--- src/sitda_pkg.sv ---
// Shared constants for the signed integer to decimal ASCII converter.
package sitda_pkg;

  localparam int unsigned MAG_W  = 32;
  localparam int unsigned CHAR_W = 7;
  localparam int unsigned DIG_W  = 4;

  // Quotient bits left after the reciprocal shift: 32 - 3.
  localparam int unsigned QUO_W  = 29;
  localparam int unsigned SHIFT  = 35;

  // ceil(2^35 / 10): exact division by ten for any 32-bit magnitude
  localparam logic [MAG_W-1:0] RECIP_TEN = 32'hCCCC_CCCD;

  localparam logic [CHAR_W-1:0] CH_MINUS = 7'd45;
  localparam logic [CHAR_W-1:0] CH_ZERO  = 7'd48;

endpackage

--- src/sitda_emit.sv ---
// Character emitter: sends the sign and the significant digits of one number.
module sitda_emit
  import sitda_pkg::*;
#(
  parameter int unsigned MAX_DIGITS = 10,
  parameter int unsigned IDXW       = 4
) (
  input  logic                              clk,
  input  logic                              rst_n,
  input  logic                              up_valid,
  output logic                              up_ready,
  input  logic                              up_neg,
  input  logic [MAX_DIGITS-1:0][DIG_W-1:0]  up_digits,
  input  logic [IDXW-1:0]                   up_top,
  output logic                              out_valid,
  input  logic                              out_ready,
  output logic [CHAR_W-1:0]                 out_char,
  output logic                              out_last
);

  logic                             busy_r;
  logic                             sign_r;
  logic [IDXW-1:0]                  pos_r;
  logic [MAX_DIGITS-1:0][DIG_W-1:0] digits_r;
  logic                             take;

  // Current character: sign first, then digits from the top down
  always_comb begin
    out_char = sign_r ? CH_MINUS
                      : CH_ZERO + {{(CHAR_W-DIG_W){1'b0}}, digits_r[pos_r]};
    out_last = !sign_r && (pos_r == '0);
  end

  assign out_valid = busy_r;
  assign take      = busy_r && out_ready;
  assign up_ready  = !busy_r || (take && out_last);

  // Load a new number or step through the current one
  always_ff @(posedge clk) begin
    if (!rst_n) begin
      busy_r <= 1'b0;
      sign_r <= 1'b0;
    end else if (up_ready) begin
      busy_r <= up_valid;
      sign_r <= up_valid && up_neg;
    end else if (take && sign_r) begin
      sign_r <= 1'b0;
    end
  end

  always_ff @(posedge clk) begin
    if (up_ready && up_valid) begin
      digits_r <= up_digits;
      pos_r    <= up_top;
    end else if (take && !sign_r) begin
      pos_r    <= pos_r - IDXW'(1);
    end
  end

endmodule
--- config.mk ---
export PLATFORM = sky130hd
export DESIGN_NAME = sitda_emit
export DESIGN_NICKNAME = d
export VERILOG_FILES = /design/src/sitda_pkg.sv /design/src/sitda_emit.sv
export SDC_FILE = /design/constraint.sdc
export NUM_CORES = 1
export LEC_CHECK = 0
export BUFFER_PORTS_ARGS = -buffer_cell sky130_fd_sc_hd__buf_4
export CORE_ASPECT_RATIO = 2
export CORE_MARGIN = 5
export CORE_UTILIZATION = 51
export DETAILED_ROUTE_END_ITERATION = 10
export GPL_ROUTABILITY_DRIVEN = 0
export PLACE_DENSITY = 0.79
export SLEW_MARGIN = 20
export SYNTH_ARGS = -nofsm -noshare
export SYNTH_HDL_FRONTEND = slang
export SYNTH_SLANG_ARGS = --single-unit
--- constraint.sdc ---
create_clock -name clk -period 3 [get_ports clk]
set_clock_uncertainty 0.15 [all_clocks]
set_input_delay 0.6 -clock clk [delete_from_list [all_inputs] [get_ports clk]]
set_output_delay 0.6 -clock clk [all_outputs]
set_load 0.05 [all_outputs]
## Word-level counts from Yosys, hierarchy flattened

Cells that the tools add are included.

- Register bits: 46
- Latch bits: 0
- Memory bits (writable): 0
- ROM bits: 0
- Bits of input ports: 49
- Output and inout bits: 10
- Memories: 0

- $add $sub $neg: 2
- Multipliers: 0
- Divide/modulo/power cells: 0
- Magnitude comparators: 1
- Eq/ne operators: 0
- Shifts and indexed selects: 0
- Multiplexer cells: 7
- Bitwise operators: 0
- Reductions and logical operators: 13

Operators by type and width:

| operator | count |
|---|---|
| binary-select mux 4 bit (select 4 bit) | 1 |
| 2-to-1 mux 4 bit | 3 |
| adder 6 x 4 -> 7 bit (first input constant) | 1 |
| logical AND 1 bit | 7 |
| 2-to-1 mux 7 bit | 1 |
| less-than comparator 4 x 5 -> 1 bit (second input constant) | 1 |
| logical NOT 4 bit | 1 |
| nonzero test 2 bit | 2 |
| subtractor 4 x 1 -> 4 bit (second input constant) | 1 |
| logical NOT 1 bit | 2 |
| 2-to-1 mux 1 bit | 2 |
| logical OR 1 bit | 1 |

## Depth between registers and ports, before layout

Gate-level depths: netlist of the first run.

- Depth in word-level cells: 6
- Mapped depth: 8
- Gate-level depth less buffers: 6

## Worst setup path after synthesis of the first run

OpenSTA, ideal clock, no wires.

- Path type: register -> register
- Start: reg pos_r[1]
- End: reg digits_r[0] (netlist name) (enable)
- Arrival time: 2.749 ns
- Required time: 2.455 ns
- Setup slack: -0.294 ns
- Cell stages (with the launch flop): 9
- Period minus slack after synthesis: 3.294 ns
- Cells stage by stage: edfxtp_1 -> buf_6 -> buf_12 -> inv_1 -> ha_1 -> nor4b_4 -> a21boi_2 -> nand2b_4 -> inv_1

- Cells in the longest elaborated chain, start to end: 5

Ends and longest elaborated chain:

| what | line | RTL |
|---|---|---|
| from (decl) | sitda_emit.sv:23 | `logic [IDXW-1:0] pos_r;` |
| from (signal assigned) | sitda_emit.sv:54 | `pos_r <= up_top;` |
| from (signal assigned) | sitda_emit.sv:56 | `pos_r <= pos_r - IDXW'(1);` |
| logical NOT 4 bit | sitda_emit.sv:31 | `out_last = !sign_r && (pos_r == '0);` |
| logical AND 1 bit | sitda_emit.sv:31 |  |
| named net out_last | sitda_emit.sv:18 | `output logic out_last` |
| logical AND 1 bit | sitda_emit.sv:36 | `assign up_ready = !busy_r \|\| (take && out_last);` |
| logical OR 1 bit | sitda_emit.sv:36 |  |
| logical AND 1 bit | sitda_emit.sv:52 | `if (up_ready && up_valid) begin` |
| to (signal assigned) | sitda_emit.sv:53 | `digits_r <= up_digits;` |
| to (decl) | sitda_emit.sv:24 | `logic [MAX_DIGITS-1:0][DIG_W-1:0] digits_r;` |

The timed path passes the listed nets, and every way through them passes these cells.
A chain may end at the register's enable or synchronous reset.

## Worst setup path in the final report of the first run

- Start: reg pos_r[1]
- End: out out_char[2]

- Cells in the longest elaborated chain, start to end: 4

Ends and longest elaborated chain:

| what | line | RTL |
|---|---|---|
| binary-select mux 4 bit (select 4 bit) | sitda_emit.sv:30 | `: CH_ZERO + {{(CHAR_W-DIG_W){1'b0}}, digits_r[pos_r]};` |
| 2-to-1 mux 4 bit (implied by the code) | sitda_emit.sv:30 |  |
| adder 6 x 4 -> 7 bit | sitda_emit.sv:30 |  |
| 2-to-1 mux 7 bit | sitda_emit.sv:29 | `out_char = sign_r ? CH_MINUS` |
| to (decl) | sitda_emit.sv:17 | `output logic [CHAR_W-1:0] out_char,` |

No other way between the ends. The select of a mux whose other input is x is not followed.

==> results of run 1 <==
cell usage after synthesis:
cell / n
conb_1: 2
nand3_1: 1
nor3_1: 5
and2_1: 1
a221oi_1: 3
a21boi_2: 1
buf_2: 4
nand2_1: 3
a2111oi_0: 4
a211o_1: 3
mux4_2: 1
dfxtp_1: 2
o21ai_0: 1
xnor2_1: 2
ha_1: 2
nor2_1: 6
a31oi_1: 3
a2111o_1: 1
buf_12: 1
o32ai_2: 1
a21oi_1: 4
buf_4: 2
edfxtp_1: 44
buf_6: 1
mux2i_1: 14
nor2b_1: 5
o21a_1: 1
inv_1: 6
o22ai_1: 1
nand2b_4: 1
nor4b_4: 1
final timing paths:
kind,startpoint,to,depth (start not counted)
worst max register to register,pos_r[0],digits_r[31],7
worst min-delay path,up_digits[35],digits_r[35],1
worst max-delay path,pos_r[1],out_char[2],6
worst min register to register,out_valid,sign_r,3
stage by stage:
stage	worst slack [ns]	utilization [%]	hold slack, ns
finish	0.1704	67.20	0.3303
global route	0.08879	67.20	0.3145
CTS	0.02733	66.02	0.3218
detailed placement	0.3523	63.88	0.5506
global placement	0.4082	63.88	0.4953
floorplan	0.08265	-	0.5489
routing by layer:
layer,vias up,routed length [um]
met5,-,0
met3,9,198
met2,42,2228
li1,613,-
met1,591,1285
met4,0,95
critical path, delay by kind of cell, from the launching register on:
kind	cells	cell delay (ns)
AO/OA/AOI/OAI	3	0.87
buffers and inverters	3	0.54
flip-flops	1	0.37
cells by family (layout without fill, tap and decap cells):
logic type | count (synthesis) | in the layout
xor+xnor | 2 | 2
flops | 46 | 46
mux | 15 | 15
other cells | 2 | 2
simple gates | 23 | 23
fa+ha+maj | 2 | 2
compound gates | 23 | 23
buf+inv | 14 | 79
layout make-up:
type,instances,area [um^2]
tap,51,63.81
clock buffer,6,72.57
timing repair buffer,65,488.0
inverter,6,26.28
clock inverter,2,8.758
fill,283,1247
multi-input combinational,67,535.5
sequential,46,1361
flip-flops by register name, summed over array words and instances (netlist names):
name       flops
pos_r          4
sign_r         1
out_valid      1
digits_r      40
report_power, final:
part / switching, W / total [W] / internal (W)
sequential: 0.0000259 / 0.000780 / 0.000754
combinational: 0.000158 / 0.000291 / 0.000133
clock: 0.000189 / 0.000349 / 0.000160
==> metrics.md, run 1 <==
| Metric | Value |
|---|---|
| Vias | `roughly 1.3k` |
| Register bit total from synthesis | `46` |
| Antenna violations before repair | `0` |
| # diodes | `0` |
| Share of the synthesized area in the top cell type | `66.54%` |
| Final non-filler cell total | `243` |
| Worst min path class | `in -> reg` |
| Placed cell areas | `roughly 2400 um^2` |
| LEAKAGE | `between 1 and 1.5 nW` |
| Drt initial violations | `18` |
| Vias in the first global route | `1,311` |
| Multiplexer share of the synthesized area | `8.192%` |
| Worst VDD drop | `0.4589 mV` |
| FP Rows | `32` |
| Setup repair bufs after CTS | `0` |
| CP Capture Type | `output pin` |
| PostCTS Resize Cnt | `0` |
| Startpoint types | `register` |
| Synthesized Nets | `178` |
| Max-slew violations | `0` |
| Sequential cell area fraction in the yosys report | `68.56%` |
| Max_slew headroom | `56.68%` |
| CP Data Required Time | `2.25 ns` |
| Compound-Gate Fraction of Synth Area | `9.263%` |
| Synth Area in Adders | `under 10%` |
| CTS Buf Count | `5` |
| Syn. warnings | `0` |
| Ordered cell list for the critical path | `buf_4 -> buf_4 -> a2111oi_0 -> a221oi_1 -> a211o_1 -> buf_4` |
| Status | `finished clean` |
| FF-to-FF setup slack | `0.54 ns` |
| Global Route met3 Usage | `4.275%` |
| Largest family of logic cells by synthesized area | `compound AO/OA/AOI/OAI gates` |
| Post-Synth Simple-Gate Area | `under 10%` |
| Initial Util | `52.20%` |
| CTS Hold Buffers Added | `0` |
| Worst skew pair latency | `0.29 ns` |
| H-tree depth | `2` |
| ANT nets after route | `0` |
| Transition time of the tightest slew-check pin | `approximately 0.64 ns` |
| Power, Total | `0.001420 W` |
| Busiest grt layer | `met2` |
| Crit path DAT | `2.08 ns` |
| Synth area leader | `edfxtp_1` |
| Most frequent cells in the layout | `buf_4 (65), edfxtp_1 (44), mux2i_1 (14)` |
| Fin crit period | `2.830 ns` |
| Core area | `3804 um^2` |
| Largest net degree at the start of global routing | `41` |
| CTS tree | `done` |
| RSZ-0062 raised after global routing | `false` |
| Crit Path Category | `reg -> out` |
| Drt total wl | `3808 um` |
| Critical path peak fanout | `13` |
| Post-route cell area | `2556 um^2` |
| Synth top area cells | `edfxtp_1 (67%), mux2i_1 (7.1%), dfxtp_1 (2.0%), a2111oi_0 (1.8%), nor2b_1 (1.6%)` |
| Cells after Synth | `roughly 130` |
| Die Height | `98.24 um` |
| Final #Nets | `242` |
| First-pass iteration count of the detailed router | `4` |
| Count of unique library cells instantiated by Yosys | `31` |
| CTS max path bufs | `2` |
| Layout cells sized above 1 | `around two fifths` |
| Dpl hpwl | `2908 um` |
| Met2 usage | `27.33%` |
| First-pass GRT wire length | `5920 um` |
| MaxCap Viol Count | `0` |
| Setup TNS | `0 ns` |
| Final worst-path cycle share | `around 94%` |
| DRC errors left | `0` |
| CP most frequent cell | `buf_4` |
| Die width | `54.12 um` |
| Syn Area/Cell | `15.64 um^2` |
| Total gr overflow | `0` |
| Total GRT Usage | `15.54%` |
| Clock transition at path regs | `approximately 0.080 ns` |
| Ports | `59` |
| Post-DR vias/cell | `5.165` |
| Fmax achieved | `353.4 MHz` |
| DP Cell Count | `~230` |
| Pwr dens | `approximately 560 nW/um^2` |
| Clock Root Buffer | `clkbuf_8` |
| Final hold violations | `0` |
| Post-synthesis xor/xnor area fraction | `less than 1%` |
| Setup violators final | `0` |
| Slowest CP cell | `a2111oi_0` |
| Wire per inst | `15.67 um` |
| Clock Sinks | `46` |
| Met1 Use GR | `15.65%` |
| Max incr delay on CP | `0.41 ns` |
| Synth Cell Area | `1986 um^2` |
| Most common cell after layout, fill and taps aside | `buf_4` |
| Die ar. | `5317 um^2` |
| Layout area overhead | `28.73%` |
| I/O Buffers | `56` |
Note: power is estimated with default switching activity, not from simulation.
==> inputs of run 2 (changes only) <==
--- a/config.mk
+++ b/config.mk
@@ -5,13 +5,14 @@
 export SDC_FILE = /design/constraint.sdc
 export NUM_CORES = 1
 export LEC_CHECK = 0
+export ABC_AREA = 1
 export BUFFER_PORTS_ARGS = -buffer_cell sky130_fd_sc_hd__buf_4
 export CORE_ASPECT_RATIO = 2
 export CORE_MARGIN = 5
 export CORE_UTILIZATION = 51
 export DETAILED_ROUTE_END_ITERATION = 10
 export GPL_ROUTABILITY_DRIVEN = 0
-export PLACE_DENSITY = 0.79
+export PLACE_DENSITY_LB_ADDON = 0.12
 export SLEW_MARGIN = 20
 export SYNTH_ARGS = -nofsm -noshare
 export SYNTH_HDL_FRONTEND = slang
==> metrics.md, run 2 <==
| Metric | Value |
|---|---|
| Crit Path Category | `reg -> out` |
| Reg with most FFs | `digits_r` |
| Status | `finished clean` |
| Vias | `1,448` |
| Die width | `54.30 um` |
| Ports | `between 50 and 60` |
| Drt initial violations | `60` |
| Largest net degree at the start of global routing | `45` |
| DP Cell Count | `282` |
| Synth Cell Area | `2002 um^2` |
| Synthesized Nets | `232` |
| Clock Sinks | `46` |
| Most common cell after layout, fill and taps aside | `buf_4` |
| Setup repair bufs after CTS | `0` |
| Die ar. | `5354 um^2` |
| Largest registers | `digits_r x40, pos_r x4` |
| Initial Util | `52.08%` |
| CP Capture Type | `output pin` |
| Count leader, synth | `nand2_1` |
| Core area | `~3800 um^2` |
| Hold_sp | `up_digits[7]` |
| RSZ-0062 raised after global routing | `false` |
| I/O Buffers | `56` |
| Reg2Reg Launch Point | `pos_r[1]` |
| LEAKAGE | `1.126 nW` |
| Final hold violations | `0` |
| Pwr dens | `642.1 nW/um^2` |
| Layout area overhead | `29.44%` |
| Syn Area/Cell | `11.06 um^2` |
| Commonest cells in the netlist | `nand2_1 (45), edfxtp_1 (44), nor2_1 (20), inv_1 (16)` |
| Async S/R FF share, synth | `0%` |
| Layout cells sized above 1 | `30.13%` |
| Crit path DAT | `1.87 ns` |
| Slowest CP cell | `edfxtp_1` |
| Setup TNS | `0 ns` |
| Setup violators final | `0` |
| Most frequent cells in the layout | `buf_4 (57), nand2_1 (45), edfxtp_1 (44)` |
| Count of unique library cells instantiated by Yosys | `22` |
| Total gr overflow | `0` |
| Final #Nets | `289` |
| Worst hold stages | `1` |
| Max incr delay on CP | `0.56 ns` |
| CTS tree | `done` |
| First-pass iteration count of the detailed router | `4` |
| Worst skew pair latency | `0.29 ns` |
| Wire per inst | `13.09 um` |
| Total GRT Usage | `15.59%` |
| Share of the synthesized area in the top cell type | `roughly two thirds` |
| CTS max path bufs | `2` |
| Sequential cell area fraction in the yosys report | `about 68%` |
| Drt total wl | `3795 um` |
| Max FFs per register | `40` |
| Fin crit period | `2.622 ns` |
| Cells after Synth | `roughly 180` |
| Worst r2r path cells | `6` |
| Ordered cell list for the critical path | `inv_1 -> ha_1 -> nand3_4 -> o21ai_4 -> buf_4` |
| Post-DR vias/cell | `about 5` |
| Clock Root Buffer | `clkbuf_8` |
| PostCTS Resize Cnt | `0` |
| CTS Buf Count | `5` |
| Worst min path class | `in -> reg` |
| Crit path to | `up_ready` |
| First-pass GRT wire length | `around 6100 um` |
| Synth area leader | `edfxtp_1` |
| Post-synth EDFFs | `between 40 and 50` |
| H-tree depth | `2` |
| Fmax achieved | `about 380 MHz` |
| Register bit total from synthesis | `46` |
| Startpoint types | `register` |
| Max-slew violations | `0` |
| R2r endpoint | `digits_r[6]` |
| Vias in the first global route | `1,495` |
| Worst VDD drop | `0.7370 mV` |
| FP Rows | `32` |
| ANT nets after route | `0` |
| MaxCap Viol Count | `0` |
| Dpl hpwl | `2873 um` |
| DRC errors left | `0` |
| Antenna violations before repair | `0` |
| Crit path from | `pos_r[1]` |
| Final worst-path cycle share | `slightly below 90%` |
| Critical path peak fanout | `13` |
| Die Height | `98.60 um` |
| Most used flip-flop cell after synthesis | `edfxtp_1` |
| CTS Hold Buffers Added | `0` |
| Final non-filler cell total | `290` |
| CP Data Required Time | `2.25 ns` |
| Syn. warnings | `0` |
| FF-to-FF setup slack | `0.76 ns` |
| Clock transition at path regs | `0.08 ns` |
| Synth top area cells | `edfxtp_1 (66%), nand2_1 (8.4%), nor2_1 (3.8%), inv_1 (3.0%), nand3_1 (2.8%)` |
| # diodes | `0` |
## run 2: cell types whose count changed after synthesis, sizes merged, moves of 4 or more
cell,change
nand2,+43
nor2,+15
mux2i,-14
nor2b,-5
nor3,-5
nand3,+11
inv,+12
a2111oi,-4
o21ai,+15
## run 2: how the worst min path moves through the flow
stage | to | slack, ns
2_1_floorplan | sign_r | 0.36
3_3_place_gp | sign_r | 0.38
3_5_place_dp | sign_r | 0.42
4_1_cts | digits_r[19] | 0.32
5_1_grt | digits_r[14] | 0.31
6_report | digits_r[7] | 0.32
## run 2: cell type report
type                            instances  area, um^2
Clock buffer                            5       68.82
Tap cell                               51       63.81
Inverter                               19       76.32
Multi-Input combinational cell        109       524.3
Fill cell                             331        1252
Timing Repair Buffer                   57       427.9
Sequential cell                        46        1361
Clock inverter                          3       68.82
## run 2: cells by family (layout without fill, tap and decap cells)
| kind of cell | count (synthesis) | in the layout | synth area share, % |
|---|---|---|---|
| AND/OR/NAND/NOR | 79 | 79 | 16.94 |
| flip-flops | 46 | 46 | 68.00 |
| buffers and inverters | 26 | 84 | 5.812 |
| AO/OA/AOI/OAI | 24 | 24 | 6.750 |
| adder cells (fa/ha/maj) | 2 | 2 | 1.250 |
| other | 2 | 2 | 0.3751 |
| XOR/XNOR | 2 | 2 | 0.8752 |
## run 2: where the power goes
part	total, W	leakage [nW]	internal, W	switching (W)
registers	0.000793	0.439	0.000764	0.0000288
logic	0.000336	0.619	0.000123	0.000212
clock network	0.000535	0.0683	0.000333	0.000202
## run 2: stage by stage
step	area, um^2	total power [W]	setup WS (ns)	util [%]	hold WS (ns)
after CTS	2591	0.001678	0.3756	67.42	0.3159
after global placement	2454	0.001136	0.7758	63.83	0.3811
final	2591	0.001664	0.3783	67.42	0.3239
after detailed placement	2454	0.001145	0.7039	63.83	0.4243
after global routing	2591	0.001737	0.2877	67.42	0.3114
after floorplan	2002	0.001028	0.7786	-	0.3573
## run 2: critical path, delay by kind of cell (launching register included)
kind / cells / cell delay, ns
compound gates: 1 / 0.21
fa+ha+maj: 1 / 0.23
buf+inv: 2 / 0.49
flops: 1 / 0.56
simple gates: 1 / 0.09
## run 2: metal layers
metal	global-route usage, %	vias to the layer above	share of wire (%)
met5	0	-	0
met4	9.213	0	3.8
met3	3.631	14	5.9
met2	26.78	59	54
met1	16.12	659	37
li1	-	716	-
==> inputs of run 3 (changes only) <==
--- a/config.mk
+++ b/config.mk
@@ -7,7 +7,6 @@
 export LEC_CHECK = 0
 export ABC_AREA = 1
 export BUFFER_PORTS_ARGS = -buffer_cell sky130_fd_sc_hd__buf_4
-export CORE_ASPECT_RATIO = 2
 export CORE_MARGIN = 5
 export CORE_UTILIZATION = 51
 export DETAILED_ROUTE_END_ITERATION = 10
==> metrics.md, run 3 (same netlist as run 2, synthesis figures left out) <==
| Metric | Value |
|---|---|
| Drt total wl | `3917 um` |
| Fin crit period | `between 2 and 3 ns` |
| Final #Nets | `289` |
| Max FFs per register | `40` |
| Clock Sinks | `46` |
| Pwr dens | `596.5 nW/um^2` |
| Antenna violations before repair | `0` |
| First-pass iteration count of the detailed router | `4` |
| Largest registers | `digits_r x40, pos_r x4` |
| I/O Buffers | `56` |
| Worst VDD drop | `0.4360 mV` |
| Max incr delay on CP | `~0.55 ns` |
| Power, Total | `0.001517 W` |
| Status | `finished clean` |
| Layout area overhead | `27.00%` |
| PostCTS Resize Cnt | `0` |
| First-pass GRT wire length | `around 6400 um` |
| Post-route cell area | `2542 um^2` |
| LEAKAGE | `approximately 1.1 nW` |
| Setup repair bufs after CTS | `0` |
| Vias in the first global route | `1,487` |
| Setup TNS | `0 ns` |
| Ports | `59` |
| Die width | `72.65 um` |
| Initial Util | `53.48%` |
| Final worst-path cycle share | `86.96%` |
| Worst skew pair latency | `0.29 ns` |
| Fmax achieved | `383.3 MHz` |
| Placed cell areas | `2450 um^2` |
| Wire per inst | `13.65 um` |
| Setup violators final | `0` |
| Vias | `1,414` |
| MaxCap Viol Count | `0` |
| Die Height | `72.65 um` |
| Crit path DAT | `between 1.5 and 2 ns` |
| RSZ-0062 raised after global routing | `false` |
| ANT nets after route | `0` |
| CTS tree | `done` |
| Core area | `approximately 3700 um^2` |
| H-tree depth | `2` |
| Slowest CP cell | `edfxtp_1` |
| CP Capture Type | `output pin` |
| Clock transition at path regs | `0.09 ns` |
| Drt initial violations | `90` |
| Pre-CTS setup slack | `0.7117 ns` |
| Die ar. | `roughly 5300 um^2` |
| Clock Root Buffer | `clkbuf_8` |
| CTS Hold Buffers Added | `0` |
| Total GRT Usage | `16.16%` |
| Startpoint types | `register` |
| Most frequent cells in the layout | `buf_4 (57), nand2_1 (45), edfxtp_1 (44)` |
| DRC errors left | `0` |
| CTS Buf Count | `5` |
| CTS max path bufs | `2` |
| Reg with most FFs | `digits_r` |
| Ordered cell list for the critical path | `inv_1 -> ha_1 -> nand3_4 -> o21ai_4 -> buf_4` |
| Final worst setup slack | `around 0.4 ns` |
| Crit Path Category | `reg -> out` |
| Total gr overflow | `0` |
| Post-DR vias/cell | `~4.9` |
| Most common cell after layout, fill and taps aside | `buf_4` |
| Final hold violations | `0` |
| FP Rows | `22` |
| Layout cells sized above 1 | `30.13%` |
| Critical path peak fanout | `13` |
| Largest net degree at the start of global routing | `45` |
| # diodes | `0` |
| Dpl hpwl | `2906 um` |
| Worst min path class | `in -> reg` |
| Max-slew violations | `0` |
| CP Data Required Time | `2.25 ns` |
[run 3: cell count changes in the layout (fill, tap and decap cells not counted), sizes merged]
cell	before	now
clkinvlp	0	2
bufinv	2	0
clkinv	2	1
inv	18	19
[run 3: layout make-up]
class	count	area (um^2)
clock buffers	5	68.82
clock inverters	3	23.77
fillers	289	1201
inverters	19	76.32
multi-input cells	109	524.3
flip-flops and latches	46	1361
well taps	48	60.06
repair buffers	57	427.9
[run 3: where the power goes]
group / internal [W] / switching, W
clock network: 0.000167 / 0.000217
logic: 0.000124 / 0.000214
registers: 0.000764 / 0.0000312
total: 0.00105 / 0.000462
[run 3: metal layers]
| metal | share of wire, % | vias up | wire length, um | global-route usage [%] |
|---|---|---|---|---|
| li1 | - | 712 | - | - |
| met1 | 40 | 653 | 1562 | 18.75 |
| met2 | 51 | 41 | 1979 | 26.65 |
| met3 | 7.5 | 8 | 295 | 5.372 |
| met4 | 2.0 | 0 | 80 | 8.197 |
| met5 | 0 | - | 0 | 0 |
[run 3: path summary, 6_finish.rpt]
| kind | start | slack [ns] | depth (start not counted) | end |
|---|---|---|---|---|
| setup / recovery | pos_r[1] | 0.39 | 5 | up_ready |
| hold / removal | up_digits[27] | 0.31 | 1 | digits_r[27] |
| setup reg to reg | pos_r[1] | 0.73 | 8 | pos_r[0] |
| hold reg to reg | out_valid | 0.42 | 2 | sign_r |
[run 3: critical path, delay by kind of cell, from the launching register on]
| kind | cells | cell delay, ns |
|---|---|---|
| adders and majority gates | 1 | 0.23 |
| and+or+nand+nor | 1 | 0.10 |
| AOI/OAI and AO/OA | 1 | 0.19 |
| buffers and inverters | 2 | 0.48 |
| DFF | 1 | 0.55 |
[run 3: metrics by stage]
step	hold slack, ns	instances	util (%)
floorplan	0.3573	181	-
global placement	0.3867	279	65.44
detailed placement	0.4107	279	65.44
CTS	0.3089	287	67.91
global route	0.2935	287	67.91
finish	0.3148	287	67.91
